<file path="config.mk">
export PLATFORM = sky130hd
export DESIGN_NAME = reflow_profile_sequencer_core
export DESIGN_NICKNAME = d
export VERILOG_FILES = /design/src/hdl/rps_pkg.sv /design/src/hdl/reflow_profile_sequencer_core.sv /design/src/hdl/rps_div.sv
export VERILOG_INCLUDE_DIRS = /design/src /design/src/hdl
export SDC_FILE = /design/constraint.sdc
export NUM_CORES = 1
export LEC_CHECK = 0
export BUFFER_PORTS_ARGS = -buffer_cell sky130_fd_sc_hd__buf_4
export CAP_MARGIN = 20
export CORE_ASPECT_RATIO = 0.8
export CORE_MARGIN = 5
export CORE_UTILIZATION = 28
export DETAILED_ROUTE_END_ITERATION = 6
export PLACE_DENSITY = 0.5
export SLEW_MARGIN = 20
export SYNTH_ARGS = -nofsm -noshare
export SYNTH_HDL_FRONTEND = slang
export SYNTH_SLANG_ARGS = --single-unit
</file>
<file path="constraint.sdc">
create_clock -name clk -period 8.8 [get_ports clk]
set_input_delay 1.76 -clock clk [delete_from_list [all_inputs] [get_ports clk]]
set_output_delay 1.76 -clock clk [all_outputs]
set_load 0.02 [all_outputs]
</file>
<file path="src/hdl/reflow_profile_sequencer_core_macros.svh">
// Assertion helpers for the reflow profile sequencer.
`ifndef REFLOW_PROFILE_SEQUENCER_CORE_MACROS_SVH
`define REFLOW_PROFILE_SEQUENCER_CORE_MACROS_SVH

`ifndef SYNTHESIS
// same-cycle implication
`define RPS_ASSERT_IMP(lbl, clk, rstn, ante, cons) \
  lbl: assert property (@(posedge clk) disable iff (!rstn) (ante) |-> (cons)) \
    else $error("rps assertion failed");
// next-cycle implication
`define RPS_ASSERT_NXT(lbl, clk, rstn, ante, cons) \
  lbl: assert property (@(posedge clk) disable iff (!rstn) (ante) |=> (cons)) \
    else $error("rps assertion failed");
`else
`define RPS_ASSERT_IMP(lbl, clk, rstn, ante, cons)
`define RPS_ASSERT_NXT(lbl, clk, rstn, ante, cons)
`endif

`endif

</file>
<file path="src/hdl/rps_pkg.sv">
`default_nettype none

package rps_pkg;

  localparam int TIME_BITS = 10;
  localparam int TEMP_BITS = 10;
  localparam int PROF_BITS = TIME_BITS + TEMP_BITS;
  localparam int PROD_BITS = TIME_BITS + TEMP_BITS;
  localparam int SUM_BITS  = PROD_BITS + 2;
  localparam int DIV_CNT_BITS = $clog2(PROD_BITS + 1);
  localparam int CFG_IDX_BITS = 3;
  localparam int CFG_DATA_BITS = PROF_BITS;
  localparam int MTEMP_BITS = 12;
  localparam int SP_BITS = 12;

  localparam logic [TIME_BITS-1:0] TIME_MAX = {TIME_BITS{1'b1}};

  localparam logic [PROF_BITS-1:0] PREHEAT_RST  = PROF_BITS'(153780);
  localparam logic [PROF_BITS-1:0] SOAK_RST     = PROF_BITS'(204920);
  localparam logic [PROF_BITS-1:0] REFLOW_RST   = PROF_BITS'(235570);
  localparam logic [PROF_BITS-1:0] DWELL_RST    = PROF_BITS'(261160);
  localparam logic [PROF_BITS-1:0] COOLDOWN_RST = PROF_BITS'(102460);
  localparam logic [9:0] START_TEMP_RST = 10'd20;
  localparam logic [9:0] END_HOLD_RST   = 10'd30;

  localparam logic [CFG_IDX_BITS-1:0] CFG_PREHEAT    = 3'd0;
  localparam logic [CFG_IDX_BITS-1:0] CFG_SOAK       = 3'd1;
  localparam logic [CFG_IDX_BITS-1:0] CFG_REFLOW     = 3'd2;
  localparam logic [CFG_IDX_BITS-1:0] CFG_DWELL      = 3'd3;
  localparam logic [CFG_IDX_BITS-1:0] CFG_COOLDOWN   = 3'd4;
  localparam logic [CFG_IDX_BITS-1:0] CFG_START_TEMP = 3'd5;
  localparam logic [CFG_IDX_BITS-1:0] CFG_END_HOLD   = 3'd6;

  localparam logic [1:0] OP_TICK  = 2'd0;
  localparam logic [1:0] OP_START = 2'd1;
  localparam logic [1:0] OP_STOP  = 2'd2;

  typedef enum logic [2:0] {
    PH_IDLE     = 3'd0,
    PH_PREHEAT  = 3'd1,
    PH_SOAK     = 3'd2,
    PH_REFLOW   = 3'd3,
    PH_DWELL    = 3'd4,
    PH_COOLDOWN = 3'd5,
    PH_END      = 3'd6
  } phase_t;

  typedef enum logic [2:0] {
    ST_IDLE,
    ST_RAMP,
    ST_LAUNCH,
    ST_DIV,
    ST_DONE
  } seq_state_t;

  typedef struct packed {
    logic busy;
    logic done;
  } div_stat_t;

endpackage

`default_nettype wire

</file>
<file path="src/hdl/reflow_profile_sequencer_core.sv">
`default_nettype none
// A transaction runs RAMP, LAUNCH, DIV, DONE in a heating phase with nonzero duration,
// and RAMP, DONE otherwise (idle, end, or a zero-duration phase).
// Input stalls until the transaction is done; the 20-step bit-serial ramp divider dominates.
// The input takes a new transaction while a finished result still waits on the output.
// Reset (synchronous, active low): phase idle, timer zero, profile registers to defaults.

`include "reflow_profile_sequencer_core_macros.svh"

module reflow_profile_sequencer_core import rps_pkg::*; (
  input  wire logic                     clk,
  input  wire logic                     rst_n,
  input  wire logic                     cfg_we,
  input  wire logic [CFG_IDX_BITS-1:0]  cfg_idx,
  input  wire logic [CFG_DATA_BITS-1:0] cfg_wdata,
  input  wire logic                     in_valid,
  output logic                          in_stall,
  input  wire logic [1:0]               in_op,
  input  wire logic signed [MTEMP_BITS-1:0] in_measured_temp,
  output logic                          out_valid,
  input  wire logic                     out_stall,
  output logic [2:0]                    out_phase,
  output logic signed [SP_BITS-1:0]     out_setpoint,
  output logic                          out_heater_forced_off,
  output logic                          out_alarm_pulse,
  output logic                          out_running
);

  logic [PROF_BITS-1:0] prof_preheat_r, prof_soak_r, prof_reflow_r;
  logic [PROF_BITS-1:0] prof_dwell_r, prof_cooldown_r;
  logic [9:0]           start_temp_r, end_hold_r;

  seq_state_t           state_r, state_nxt;
  phase_t               phase_r, phase_nxt;
  logic [TIME_BITS-1:0] sec_r, sec_nxt;
  logic                 alarm_r, alarm_nxt;

  logic [PROF_BITS-1:0] prof_sel;
  logic [TEMP_BITS-1:0] tgt_sel, beg_sel;
  logic [TIME_BITS-1:0] dur_sel;
  logic                 heating;

  logic [TEMP_BITS-1:0] tgt_r, beg_r;
  logic [PROD_BITS-1:0] prod_r;
  logic                 neg_r, zdur_r;
  logic [TIME_BITS-1:0] dur_r;
  logic signed [SP_BITS-1:0] sp_r, sp_nxt;

  logic                 in_fire, out_fire, out_load, div_start;
  logic [TIME_BITS-1:0] sec_inc, hold;
  logic signed [TEMP_BITS:0] diff;
  logic [TEMP_BITS-1:0] diff_mag;

  div_stat_t            div_stat;
  logic [PROD_BITS-1:0] div_q;
  logic signed [SUM_BITS-1:0] q_s, sum;

  logic                 out_valid_r;
  logic [2:0]           out_phase_r;
  logic signed [SP_BITS-1:0] out_sp_r;
  logic                 out_alarm_r;

  assign in_stall = (state_r != ST_IDLE);
  assign in_fire  = in_valid && !in_stall;
  assign out_fire = out_valid_r && !out_stall;

  // configuration registers
  always_ff @(posedge clk) begin
    if (!rst_n) begin
      prof_preheat_r  <= PREHEAT_RST;
      prof_soak_r     <= SOAK_RST;
      prof_reflow_r   <= REFLOW_RST;
      prof_dwell_r    <= DWELL_RST;
      prof_cooldown_r <= COOLDOWN_RST;
      start_temp_r    <= START_TEMP_RST;
      end_hold_r      <= END_HOLD_RST;
    end else if (cfg_we) begin
      unique case (cfg_idx)
        CFG_PREHEAT:    prof_preheat_r  <= cfg_wdata;
        CFG_SOAK:       prof_soak_r     <= cfg_wdata;
        CFG_REFLOW:     prof_reflow_r   <= cfg_wdata;
        CFG_DWELL:      prof_dwell_r    <= cfg_wdata;
        CFG_COOLDOWN:   prof_cooldown_r <= cfg_wdata;
        CFG_START_TEMP: start_temp_r    <= cfg_wdata[9:0];
        CFG_END_HOLD:   end_hold_r      <= cfg_wdata[9:0];
        default: ;
      endcase
    end
  end

  // profile and begin temperature of the phase held in phase_r
  always_comb begin
    heating  = 1'b1;
    prof_sel = '0;
    beg_sel  = '0;
    unique case (phase_r)
      PH_PREHEAT: begin
        prof_sel = prof_preheat_r;
        beg_sel  = start_temp_r;
      end
      PH_SOAK: begin
        prof_sel = prof_soak_r;
        beg_sel  = prof_preheat_r[PROF_BITS-1:TIME_BITS];
      end
      PH_REFLOW: begin
        prof_sel = prof_reflow_r;
        beg_sel  = prof_soak_r[PROF_BITS-1:TIME_BITS];
      end
      PH_DWELL: begin
        prof_sel = prof_dwell_r;
        beg_sel  = prof_reflow_r[PROF_BITS-1:TIME_BITS];
      end
      PH_COOLDOWN: begin
        prof_sel = prof_cooldown_r;
        beg_sel  = prof_dwell_r[PROF_BITS-1:TIME_BITS];
      end
      default: heating = 1'b0;
    endcase
  end

  assign tgt_sel = prof_sel[PROF_BITS-1:TIME_BITS];
  assign dur_sel = prof_sel[TIME_BITS-1:0];
  assign sec_inc = (sec_r != TIME_MAX) ? sec_r + 1'b1 : sec_r;
  assign hold    = (end_hold_r == '0) ? TIME_BITS'(1) : TIME_BITS'(end_hold_r);

  // phase step for one transaction
  always_comb begin
    phase_nxt = phase_r;
    sec_nxt   = sec_r;
    alarm_nxt = alarm_r;
    if (in_fire) begin
      alarm_nxt = 1'b0;
      unique case (in_op)
        OP_START: begin
          if (phase_r == PH_IDLE) begin
            phase_nxt = PH_PREHEAT;
            sec_nxt   = '0;
          end
        end
        OP_STOP: begin
          if (phase_r != PH_IDLE) begin
            phase_nxt = PH_END;
            sec_nxt   = '0;
          end
        end
        OP_TICK: begin
          sec_nxt = sec_inc;
          if (heating) begin
            if (sec_inc >= dur_sel &&
                in_measured_temp >= $signed({2'b00, tgt_sel})) begin
              alarm_nxt = (phase_r == PH_COOLDOWN);
              phase_nxt = phase_t'(phase_r + 3'd1);
              sec_nxt   = '0;
            end
          end else if (phase_r == PH_END) begin
            if (sec_inc == hold) begin
              phase_nxt = PH_IDLE;
              sec_nxt   = '0;
            end
          end
        end
        default: ;
      endcase
    end
  end

  always_ff @(posedge clk) begin
    if (!rst_n) begin
      phase_r <= PH_IDLE;
      sec_r   <= '0;
      alarm_r <= 1'b0;
    end else begin
      phase_r <= phase_nxt;
      sec_r   <= sec_nxt;
      alarm_r <= alarm_nxt;
    end
  end

  // sequencer
  always_comb begin
    state_nxt = state_r;
    unique case (state_r)
      ST_IDLE:   if (in_fire) state_nxt = ST_RAMP;
      ST_RAMP:   state_nxt = (heating && dur_sel != '0) ? ST_LAUNCH : ST_DONE;
      ST_LAUNCH: state_nxt = ST_DIV;
      ST_DIV:    if (div_stat.done) state_nxt = ST_DONE;
      ST_DONE:   if (!out_valid_r || !out_stall) state_nxt = ST_IDLE;
      default:   state_nxt = ST_IDLE;
    endcase
  end

  always_comb begin
    div_start = 1'b0;
    out_load  = 1'b0;
    unique case (state_r)
      ST_LAUNCH: div_start = 1'b1;
      ST_DONE:   out_load  = !out_valid_r || !out_stall;
      default: ;
    endcase
  end

  always_ff @(posedge clk) begin
    if (!rst_n) state_r <= ST_IDLE;
    else        state_r <= state_nxt;
  end

  // slope numerator: |t * (target - begin)|
  assign diff     = $signed({1'b0, tgt_sel}) - $signed({1'b0, beg_sel});
  assign diff_mag = diff[TEMP_BITS] ? TEMP_BITS'(-diff) : diff[TEMP_BITS-1:0];

  always_ff @(posedge clk) begin
    if (state_r == ST_RAMP) begin
      prod_r <= PROD_BITS'(sec_r) * PROD_BITS'(diff_mag);
      neg_r  <= diff[TEMP_BITS];
      tgt_r  <= tgt_sel;
      beg_r  <= beg_sel;
      dur_r  <= dur_sel;
      zdur_r <= (dur_sel == '0);
    end
  end

  rps_div u_div (
    .clk      (clk),
    .rst_n    (rst_n),
    .start    (div_start),
    .dividend (prod_r),
    .divisor  (dur_r),
    .stat     (div_stat),
    .quotient (div_q)
  );

  // quotient magnitude truncates toward zero; apply sign, add begin, clamp
  assign q_s = neg_r ? -$signed({2'b00, div_q}) : $signed({2'b00, div_q});
  assign sum = q_s + $signed({(SUM_BITS-TEMP_BITS)'(0), beg_r});

  always_comb begin
    sp_nxt = sp_r;
    if (state_r == ST_RAMP) begin
      if (!heating) sp_nxt = '0;
      else if (dur_sel == '0) sp_nxt = $signed({2'b00, tgt_sel});
    end else if (state_r == ST_DIV && div_stat.done && !zdur_r) begin
      if (sum > $signed({(SUM_BITS-TEMP_BITS)'(0), tgt_r}))
        sp_nxt = $signed({2'b00, tgt_r});
      else if (sum < -$signed(SUM_BITS'(2048)))
        sp_nxt = -$signed(SP_BITS'(2048));
      else
        sp_nxt = sum[SP_BITS-1:0];
    end
  end

  always_ff @(posedge clk) begin
    sp_r <= sp_nxt;
  end

  // output register
  always_ff @(posedge clk) begin
    if (!rst_n) begin
      out_valid_r <= 1'b0;
    end else if (out_load) begin
      out_valid_r <= 1'b1;
    end else if (out_fire) begin
      out_valid_r <= 1'b0;
    end
  end

  always_ff @(posedge clk) begin
    if (out_load) begin
      out_phase_r <= phase_r;
      out_sp_r    <= sp_r;
      out_alarm_r <= alarm_r;
    end
  end

  assign out_valid             = out_valid_r;
  assign out_phase             = out_phase_r;
  assign out_setpoint          = out_sp_r;
  assign out_heater_forced_off = (out_phase_r == PH_END);
  assign out_alarm_pulse       = out_alarm_r;
  assign out_running           = (out_phase_r != PH_IDLE);

  `RPS_ASSERT_IMP(a_alarm_in_end, clk, rst_n, out_valid && out_alarm_pulse, out_phase == PH_END)
  `RPS_ASSERT_IMP(a_idle_no_sp, clk, rst_n, out_valid && !out_running, out_setpoint == '0)
  `RPS_ASSERT_IMP(a_div_active, clk, rst_n, state_r == ST_DIV, div_stat.busy || div_stat.done)
  `RPS_ASSERT_NXT(a_fire_ramp, clk, rst_n, in_fire, state_r == ST_RAMP)

endmodule

`default_nettype wire

</file>
<file path="src/hdl/rps_div.sv">
`default_nettype none

// Restoring unsigned divider, one quotient bit per cycle.
module rps_div import rps_pkg::*; (
  input  wire logic                 clk,
  input  wire logic                 rst_n,
  input  wire logic                 start,
  input  wire logic [PROD_BITS-1:0] dividend,
  input  wire logic [TIME_BITS-1:0] divisor,
  output div_stat_t                 stat,
  output logic      [PROD_BITS-1:0] quotient
);

  logic [DIV_CNT_BITS-1:0] cnt_r, cnt_nxt;
  logic                    done_r, done_nxt;
  logic [PROD_BITS-1:0]    q_r, q_nxt;
  logic [TIME_BITS-1:0]    rem_r, rem_nxt;
  logic [TIME_BITS-1:0]    div_r, div_nxt;
  logic [TIME_BITS:0]      rem_sh;
  logic [TIME_BITS:0]      rem_sub;
  logic                    fits;

  assign rem_sh  = {rem_r, q_r[PROD_BITS-1]};
  assign rem_sub = rem_sh - {1'b0, div_r};
  assign fits    = (rem_sh >= {1'b0, div_r});

  always_comb begin
    cnt_nxt  = cnt_r;
    done_nxt = 1'b0;
    q_nxt    = q_r;
    rem_nxt  = rem_r;
    div_nxt  = div_r;
    if (start) begin
      cnt_nxt = DIV_CNT_BITS'(PROD_BITS);
      q_nxt   = dividend;
      rem_nxt = '0;
      div_nxt = divisor;
    end else if (cnt_r != '0) begin
      cnt_nxt  = cnt_r - 1'b1;
      done_nxt = (cnt_r == DIV_CNT_BITS'(1));
      q_nxt    = {q_r[PROD_BITS-2:0], fits};
      // remainder stays below the divisor, so the top bit drops
      rem_nxt  = fits ? rem_sub[TIME_BITS-1:0] : rem_sh[TIME_BITS-1:0];
    end
  end

  always_ff @(posedge clk) begin
    if (!rst_n) begin
      cnt_r  <= '0;
      done_r <= 1'b0;
    end else begin
      cnt_r  <= cnt_nxt;
      done_r <= done_nxt;
    end
  end

  always_ff @(posedge clk) begin
    q_r   <= q_nxt;
    rem_r <= rem_nxt;
    div_r <= div_nxt;
  end

  assign stat.busy = (cnt_r != '0);
  assign stat.done = done_r;
  assign quotient  = q_r;

endmodule

`default_nettype wire
</file>
==> impl_metrics.csv, run 1 <==
group,metric,value,unit
status,status,"finished clean",
die,start_util,0.283,
clocking,cts.hold.buffers_added,0,
timing,hold_violations,0,
die,fp.dieH,232,µm
clocking,cts_tree,"done",
setup_path,critPathLaunchType,"register",
setup_path,crit_fanout,7,
timing,fin_tns_setup,0,ps
die,die-area,66800,µm²
power,power_density,247,nW/µm²
power,max-vdd-ir-drop,163,µV
setup_path,worst-setup-path-type,"reg -> reg",
grt,grt_usage,0.153,
finish,drive_above_1_share,0.108,
timing,slew_headroom,0.243,
drt,vias,14500,
placed_design,port-buffer-count,61,
grt,antenna_found_initial,1,
synthesis,synth_cell_type_count,82,
grt,gr-total-overflow,0,
power,totalPowerFinal,5.00,mW
clocking,clock_sinks,264,
finish,fin_nets,2295,
synthesis,synth-seq-cells,264,
die,fp-row-count,81,
synthesis,yosysWarnings,0,
timing,setup_violations,0,
placed_design,routabilityCongestion,0.854,
placed_design,dp_hpwl,39100,µm
setup_path,crit_path_max_incr_delay,540,ps
finish,area_delta_synth_final,16.9,%
setup_path,arrival,8680,ps
finish,final_area,20200,µm²
clocking,clkTransAtPathRegs,80,ps
setup_path,cpMostUsedCell,"fa_1",
min_path,hold_path.class,"reg -> reg",
placed_design,pre_cts_ws,-95.4,ps
setup_path,startpoint,"phase_r[0]",
clocking,numCtsBuffers,30,
grt,grt_pass1_vias,14500,
timing,whs,415,ps
synthesis,ys_seq_area_frac,0.369,
timing,fmax,0.119,GHz
synthesis,synthesis.nets,2234,
clocking,clockBufferDepth,3,
synthesis,syn_area,17300,µm²
die,core_area,61100,µm²
die,io_pins,62,
timing,worst_pin_slew,1130,ps
timing,finalCritPeriodShare,0.951,
grt,grt_max_degree,84,
min_path,hp-start,"dur_r[9]",
placed_design,place_area,18900,µm²
drt,drt-total-wl,51700,µm
drt,ant_nets,0,
synthesis,syn_inst,2002,
setup_path,critPathCaptureType,"register",
synthesis,synth_ff_type,"dfxtp_1",
setup_path,crit_slowest_cell,"fa_1",
drt,wl_per_cell,17.7,µm
synthesis,async_flop_share,0,
synthesis,synth_enable_flop_cells,110,
drt,drtIter0Drc,1128,
drt,avgViaCountPerCell,4.96,
timing,skew,23.9,ps
drt,drcViolationCount,0,
setup_path,required,9110,ps
setup_path,r2r-start,"phase_r[0]",
finish,diodes,0,
clocking,clk_latency,570,ps
run,maxCapViolations,0,
die,die_w,288,µm
synthesis,avgSynthCellArea,8.64,µm²
drt,firstDrtPassIters,7,
timing,layout_setup_ws,429,ps
timing,slew_viol_final,0,
timing,period_minus_slack,8370,ps
clocking,root_buffer,"clkbuf_16",
power,leakage,8.41,nW
grt,grt_pass1_wl,81800,µm
clocking,htree_levels,1,
==> cell type report <==
| class | count | area, µm² |
|---|---|---|
| Fill cell | 6335 | 40900 |
| Multi-Input combinational cell | 1454 | 10000 |
| Sequential cell | 264 | 6390 |
| Tap cell | 830 | 1040 |
| Timing Repair Buffer | 119 | 945 |
| Clock buffer | 45 | 932 |
| Inverter | 194 | 728 |
| Clock inverter | 11 | 168 |
==> worst max-delay path, delay by kind of cell, from the launching register on <==
kind                       cells  cell delay, ps
AOI/OAI and AO/OA             15            3060
adders and majority gates      9            3610
and+or+nand+nor                4             730
buffers and inverters          5             260
DFF                            1             370
xor gates and xnor gates       1              90
==> repair_timing <==
action                                  4_1_cts  5_1_grt
resized for setup                             4       32
pin swaps                                     0       15
endpoints found under the setup margin        5        8
buffers inserted                              0        2
==> metal layers <==
layer,up-vias,track usage,share of wire
li1,7005,-,-
met1,7038,0.226,0.49
met2,353,0.237,0.43
met3,64,0.0279,0.064
met4,0,0.0259,0.015
met5,-,0,0
==> cell usage after synthesis, drive strengths merged, types with 11 or more instances <==
cell | instances | area share
a211oi | 15 | 0.0065
buf | 14 | 0.0038
nand3 | 79 | 0.023
inv | 193 | 0.042
a221oi | 13 | 0.0066
nand2b | 20 | 0.0072
nor2b | 20 | 0.0072
clkbuf | 76 | 0.017
nand2 | 433 | 0.094
nor3 | 23 | 0.0067
nand4 | 11 | 0.0040
fa | 65 | 0.075
a21oi | 146 | 0.042
xor2 | 15 | 0.0076
dfxtp | 154 | 0.18
o21ai | 57 | 0.017
nor2 | 93 | 0.020
and2 | 16 | 0.0058
edfxtp | 110 | 0.19
a21o | 21 | 0.0091
ha | 125 | 0.090
xnor2 | 73 | 0.037
or3 | 13 | 0.0047
a22oi | 39 | 0.017
==> worst paths after layout <==
kind / to / slack, ps / cells after the start
max reg2reg: prod_r[19] / 430 / 34
max: prod_r[19] / 430 / 34
min reg2reg: u_div.div_r[9] / 410 / 0
min: u_div.div_r[9] / 410 / 0
==> layout by cell type (no fill, tap or decap), drive strengths merged, types with 6 or more instances in the layout <==
| cell type | Yosys | final |
|---|---|---|
| edfxtp | 110 | 110 |
| nand2 | 433 | 433 |
| o22ai | 8 | 8 |
| nand3 | 79 | 79 |
| nor3b | 6 | 6 |
| a21boi | 6 | 6 |
| clkbuf | 76 | 45 |
| inv | 193 | 195 |
| a21o | 21 | 21 |
| and3 | 10 | 10 |
| o21ai | 57 | 57 |
| nor3 | 23 | 23 |
| o21a | 8 | 8 |
| nand2b | 20 | 20 |
| mux2i | 10 | 10 |
| nor2 | 93 | 93 |
| xnor2 | 73 | 73 |
| o41ai | 6 | 6 |
| or3 | 13 | 13 |
| nor4 | 8 | 8 |
| fa | 65 | 65 |
| xor2 | 15 | 15 |
| nand4 | 11 | 11 |
| dfxtp | 154 | 154 |
| o31ai | 6 | 6 |
| or4 | 8 | 8 |
| ha | 125 | 125 |
| nor2b | 20 | 20 |
| o21bai | 10 | 10 |
| and4 | 6 | 6 |
| mux2 | 6 | 6 |
| a21oi | 146 | 146 |
| a22oi | 39 | 39 |
| and2 | 16 | 16 |
| buf | 14 | 119 |
| a211oi | 15 | 15 |
| a221o | 9 | 9 |
| a221oi | 13 | 13 |
| o211ai | 8 | 8 |
==> report_power, final <==
part           internal (mW)  total (mW)  switching [mW]
clock network          0.848        1.37           0.526
registers               1.46        1.61           0.150
logic                  0.836        2.01            1.17
total                   3.15        5.00            1.85
==> logic make-up (layout without fill, tap and decap cells) <==
kind of cell	after synthesis	after routing	synth area share
fa+ha+maj	190	190	0.166
xor+xnor	88	88	0.0450
compound gates	399	399	0.152
simple gates	761	761	0.196
mux	16	16	0.00970
buf+inv	284	369	0.0625
flops	264	264	0.369
==> registers in the layout (all words and copies together), names as in the netlist, 5 cells and up <==
name and count:
sp_r 12, out_setpoint 12, beg_r 10, prod_r 20, start_temp_r 10, prof_soak_r 20, sec_r 10, tgt_r 10
u_div.rem_r 10, prof_reflow_r 20, u_div.div_r 10, prof_preheat_r 20, u_div.quotient 20, end_hold_r 10, u_div.cnt_r 5, prof_dwell_r 20
prof_cooldown_r 20, dur_r 10
==> per-stage QoR <==
step,utilization,instances
4_1_cts,0.328,2913
3_5_place_dp,0.310,2857
6_report,0.331,2917
2_1_floorplan,-,2002
3_3_place_gp,0.309,2856
5_1_grt,0.331,2917
Note: power is estimated with default switching activity, not from simulation.
==> run 2: changes to the inputs <==
--- a/config.mk
+++ b/config.mk
@@ -12,6 +12,7 @@
 export CORE_MARGIN = 5
 export CORE_UTILIZATION = 28
 export DETAILED_ROUTE_END_ITERATION = 6
+export GPL_TIMING_DRIVEN = 0
 export PLACE_DENSITY = 0.5
 export SLEW_MARGIN = 20
 export SYNTH_ARGS = -nofsm -noshare
==> impl_metrics.csv, run 2 (synthesized netlist as in run 1, its figures left out) <==
group,metric,value,unit
timing,rsz0062_at_grt,"true",
drt,drcViolationCount,0,
timing,skew,11.8,ps
setup_path,crit_path_max_incr_delay,530,ps
clocking,clkTransAtPathRegs,70,ps
placed_design,dp_hpwl,42600,µm
power,max-vdd-ir-drop,165,µV
die,core_area,61100,µm²
power,seqPwrFrac,0.309,
grt,grt_max_degree,55,
clocking,root_buffer,"clkbuf_16",
timing,period_minus_slack,8650,ps
timing,slew_headroom,0.294,
die,start_util,0.283,
drt,drt-total-wl,55500,µm
power,internal-power,3.08,mW
timing,setup_violations,0,
finish,utilization,0.344,
die,die-area,66800,µm²
timing,fmax,0.116,GHz
placed_design,port-buffer-count,61,
clocking,cts.hold.buffers_added,0,
setup_path,critPathCaptureType,"register",
status,status,"finished clean",
grt,antenna_found_initial,2,
finish,final_area,21000,µm²
power,p_sw_frac,0.394,
finish,multiInputGateArea,10600,µm²
drt,drtIter0Drc,1289,
setup_path,critPathLaunchType,"register",
timing,hold_violations,0,
setup_path,required,9090,ps
min_path,hold_path.class,"reg -> reg",
grt,busiest_layer,"met1",
drt,ant_nets,0,
die,die_w,288,µm
power,power_density,242,nW/µm²
drt,wl_per_cell,18.5,µm
grt,gr-total-overflow,0,
finish,diodes,0,
placed_design,routabilityCongestion,0.891,
grt,grt_usage,0.165,
clocking,clockBufferDepth,3,
timing,whs,416,ps
timing,layout_setup_ws,154,ps
grt,grt_pass1_vias,14900,
clocking,htree_levels,1,
run,maxCapViolations,0,
power,switchingPower,2.01,mW
setup_path,arrival,8940,ps
setup_path,crit_slowest_cell,"fa_1",
die,fp.dieH,232,µm
grt,use_met2,0.238,
setup_path,worst-setup-path-type,"reg -> reg",
setup_path,worst_path_dominant_cell_family,"adder cells",
placed_design,pre_cts_ws,-2140,ps
grt,met3_usage,0.0342,
clocking,clk_latency,560,ps
placed_design,place_area,18900,µm²
drt,firstDrtPassIters,6,
finish,fin_nets,2376,
finish,layout_common_cells,"nand2_1 (431), inv_1 (181), dfxtp_1 (151), a21oi_1 (129), buf_4 (113)",
power,comb_power_share,0.465,
grt,use_met1,0.252,
setup_path,path_buf_inv,8,
finish,fill_cells,6263,
clocking,numCtsBuffers,28,
setup_path,crit_fanout,6,
finish,stdcell_count,2996,
power,power.share.clock,0.226,
clocking,clock_sinks,264,
timing,slew_viol_final,0,
die,fp-row-count,81,
finish,register_area,6400,µm²
drt,vias,15100,
placed_design,place_inst,2897,
finish,drive_above_1_share,0.138,
power,leakage,8.62,nW
finish,final_common_cell,"nand2_1",
setup_path,cpMostUsedCell,"fa_1",
setup_path,rrSetupSlack,150,ps
timing,worst_pin_slew,1060,ps
timing,finalCritPeriodShare,0.982,
clocking,cts_tree,"done",
drt,avgViaCountPerCell,5.03,
die,io_pins,62,
grt,grt_pass1_wl,86700,µm
finish,area_delta_synth_final,21.6,%
run 2: cell types whose count changed in the layout (fill, tap and decap cells not counted), sizes merged:
cell / before / now
clkinv: 5 / 11
inv: 195 / 193
clkbuf: 45 / 106
buf: 119 / 136
clkinvlp: 1 / 2
bufinv: 4 / 0
run 2: power by group through the flow:
stage	combinational, mW	sequential, mW	clock, mW
2_1_floorplan	1.37	1.56	0
3_3_place_gp	1.88	1.59	0
3_5_place_dp	1.91	1.60	0
4_1_cts	2.16	1.57	1.18
5_1_grt	2.58	1.59	1.23
6_report	2.37	1.57	1.15
run 2: layer usage:
layer,part of all wire,vias to the layer above
met1,0.49,7386
met5,0,-
met2,0.41,474
li1,-,7162
met3,0.080,62
met4,0.021,0
run 2: final timing paths:
kind	from	end	depth (start not counted)
hold / removal	sp_r[5]	out_setpoint[5]	0
hold reg to reg	sp_r[5]	out_setpoint[5]	0
setup / recovery	phase_r[0]	prod_r[19]	33
setup reg to reg	phase_r[0]	prod_r[19]	33
run 2: cell type report:
class / instances / share of cell area
multi-input cells: 1454 / 0.506
flip-flops and latches: 264 / 0.304
well taps: 830 / 0.0494
repair buffers: 118 / 0.0441
clock buffers: 40 / 0.0393
inverters: 194 / 0.0350
plain buffers: 84 / 0.0192
clock inverters: 12 / 0.00268
run 2: timing repair:
action,CTS,global route
endpoints found under the setup margin,15,8
buffers inserted,21,32
resized for setup,104,87
pin swaps,33,60
run 2: stage by stage:
step	TNS (ps)	power (mW)
finish	0	5.09
global route	-503	5.41
CTS	-16.0	4.91
detailed placement	-19660	3.51
global placement	-18950	3.47
floorplan	0	2.93
==> run 3: changes to the inputs <==
--- a/config.mk
+++ b/config.mk
@@ -6,14 +6,14 @@
 export SDC_FILE = /design/constraint.sdc
 export NUM_CORES = 1
 export LEC_CHECK = 0
-export BUFFER_PORTS_ARGS = -buffer_cell sky130_fd_sc_hd__buf_4
 export CAP_MARGIN = 20
 export CORE_ASPECT_RATIO = 0.8
 export CORE_MARGIN = 5
 export CORE_UTILIZATION = 28
 export DETAILED_ROUTE_END_ITERATION = 6
+export DONT_BUFFER_PORTS = 1
 export GPL_TIMING_DRIVEN = 0
-export PLACE_DENSITY = 0.5
+export PLACE_DENSITY = 0.47
 export SLEW_MARGIN = 20
 export SYNTH_ARGS = -nofsm -noshare
 export SYNTH_HDL_FRONTEND = slang
==> constraint.sdc (replaced) <==
create_clock -name clk -period 8.85 [get_ports clk]
set_input_delay 1.77 -clock clk [delete_from_list [all_inputs] [get_ports clk]]
set_output_delay 1.77 -clock clk [all_outputs]
set_load 0.02 [all_outputs]
==> impl_metrics.csv, run 3 (synthesized netlist as in run 1, its figures left out) <==
group,metric,value,unit
setup_path,critPathLaunchType,"register",
setup_path,crit_path_max_incr_delay,540,ps
die,core_area,61100,µm²
clocking,clkTransAtPathRegs,60,ps
setup_path,worst-setup-path-type,"reg -> reg",
setup_path,crit_fanout,8,
grt,antenna_found_initial,0,
placed_design,routabilityCongestion,0.880,
timing,fin_tns_setup,0,ps
die,fp-row-count,81,
drt,drtIter0Drc,1430,
grt,gr-total-overflow,0,
timing,rsz0062_at_grt,"true",
setup_path,critPathCaptureType,"register",
grt,grt_max_degree,50,
clocking,numCtsBuffers,29,
setup_path,required,9130,ps
setup_path,arrival,8930,ps
setup_path,worst_path_dominant_cell_family,"adder cells",
min_path,min_to,"out_setpoint[4]",
grt,grt_pass1_wl,84800,µm
setup_path,rrSetupSlack,200,ps
timing,worst_pin_slew,1210,ps
setup_path,startpoint,"phase_r[0]",
drt,drcViolationCount,0,
timing,hold_violations,0,
die,die-area,66800,µm²
setup_path,path_buf_inv,6,
drt,drt-total-wl,56200,µm
drt,avgViaCountPerCell,5.04,
clocking,cts_tree,"done",
timing,slew_headroom,0.188,
min_path,whs_path_depth,0,
finish,final_common_cell,"nand2_1",
setup_path,crit_slowest_cell,"fa_1",
placed_design,port-buffer-count,0,
timing,period_minus_slack,8650,ps
clocking,cts.hold.buffers_added,0,
drt,ant_nets,0,
run,maxCapViolations,0,
setup_path,rr_endpoint,"prod_r[19]",
timing,skew,9.36,ps
timing,setup_violations,0,
drt,wl_per_cell,19.1,µm
placed_design,dp_hpwl,42800,µm
min_path,hold_path.class,"reg -> reg",
grt,grt_usage,0.163,
min_path,hp-start,"sp_r[4]",
finish,area_delta_synth_final,18.9,%
drt,firstDrtPassIters,6,
clocking,clk_latency,560,ps
setup_path,worst_r2r_path_depth,35,
clocking,htree_levels,1,
power,totalPowerFinal,5.07,mW
finish,utilization,0.336,
die,die_w,288,µm
finish,layout_common_cells,"nand2_1 (431), inv_1 (181), dfxtp_1 (151), a21oi_1 (133), ha_1 (112)",
setup_path,r2r-start,"phase_r[0]",
clocking,clock_sinks,264,
die,fp.dieH,232,µm
power,max-vdd-ir-drop,167,µV
grt,grt_pass1_vias,14100,
status,status,"finished clean",
finish,drive_above_1_share,0.114,
die,start_util,0.283,
finish,fin_nets,2322,
timing,finalCritPeriodShare,0.977,
setup_path,cpMostUsedCell,"fa_1",
die,io_pins,62,
timing,fmax,0.116,GHz
clocking,root_buffer,"clkbuf_16",
timing,slew_viol_final,0,
clocking,clockBufferDepth,3,
timing,whs,415,ps
drt,vias,14800,
power,power_density,246,nW/µm²
power,leakage,8.32,nW
finish,diodes,0,
==> run 3: power by group <==
part / internal, mW / switching (mW)
clock: 0.647 / 0.509
combinational: 0.981 / 1.36
sequential: 1.45 / 0.115
total: 3.08 / 1.99
==> run 3: how the worst max path moves through the flow <==
stage | endpoint | slack (ps) | cells past startpoint
after floorplan | prod_r[19] | 7 | 37
after global placement | prod_r[19] | -2350 | 37
after detailed placement | prod_r[19] | -2390 | 37
after CTS | prod_r[19] | 8 | 38
after global routing | prod_r[19] | -120 | 37
final | prod_r[19] | 200 | 35
==> run 3: final cells by class <==
| class | instances | area, µm² |
|---|---|---|
| plain buffers | 83 | 399 |
| repair buffers | 63 | 514 |
| clock buffers | 40 | 785 |
| fillers | 6329 | 40600 |
| flip-flops and latches | 264 | 6400 |
| clock inverters | 13 | 93.8 |
| inverters | 194 | 736 |
| well taps | 830 | 1040 |
| multi-input cells | 1455 | 10600 |
==> run 3: metal layers <==
metal  vias to the layer above  part of all wire  routed length (µm)  global-route usage
met5                         -                 0                   0                   0
met4                         0             0.019                1060              0.0319
met3                        63             0.080                4470              0.0292
met2                       518              0.41               22800               0.238
met1                      7187              0.49               27800               0.252
li1                       7062                 -                   -                   -
==> run 3: per-stage QoR <==
step           setup slack (ps)  area, µm²  instances
6_report                    205      20600       2942
5_1_grt                    -125      20600       2942
4_1_cts                    8.45      20000       2914
3_5_place_dp              -2390      18400       2835
3_3_place_gp              -2350      18300       2832
2_1_floorplan              7.17      17300       2002
==> run 3: what timing repair did <==
action / CTS / global route
gates cloned: 1 / 0
resized for setup: 103 / 82
setup buffers: 30 / 30
pin swaps: 32 / 53
setup endpoints to repair: 15 / 8
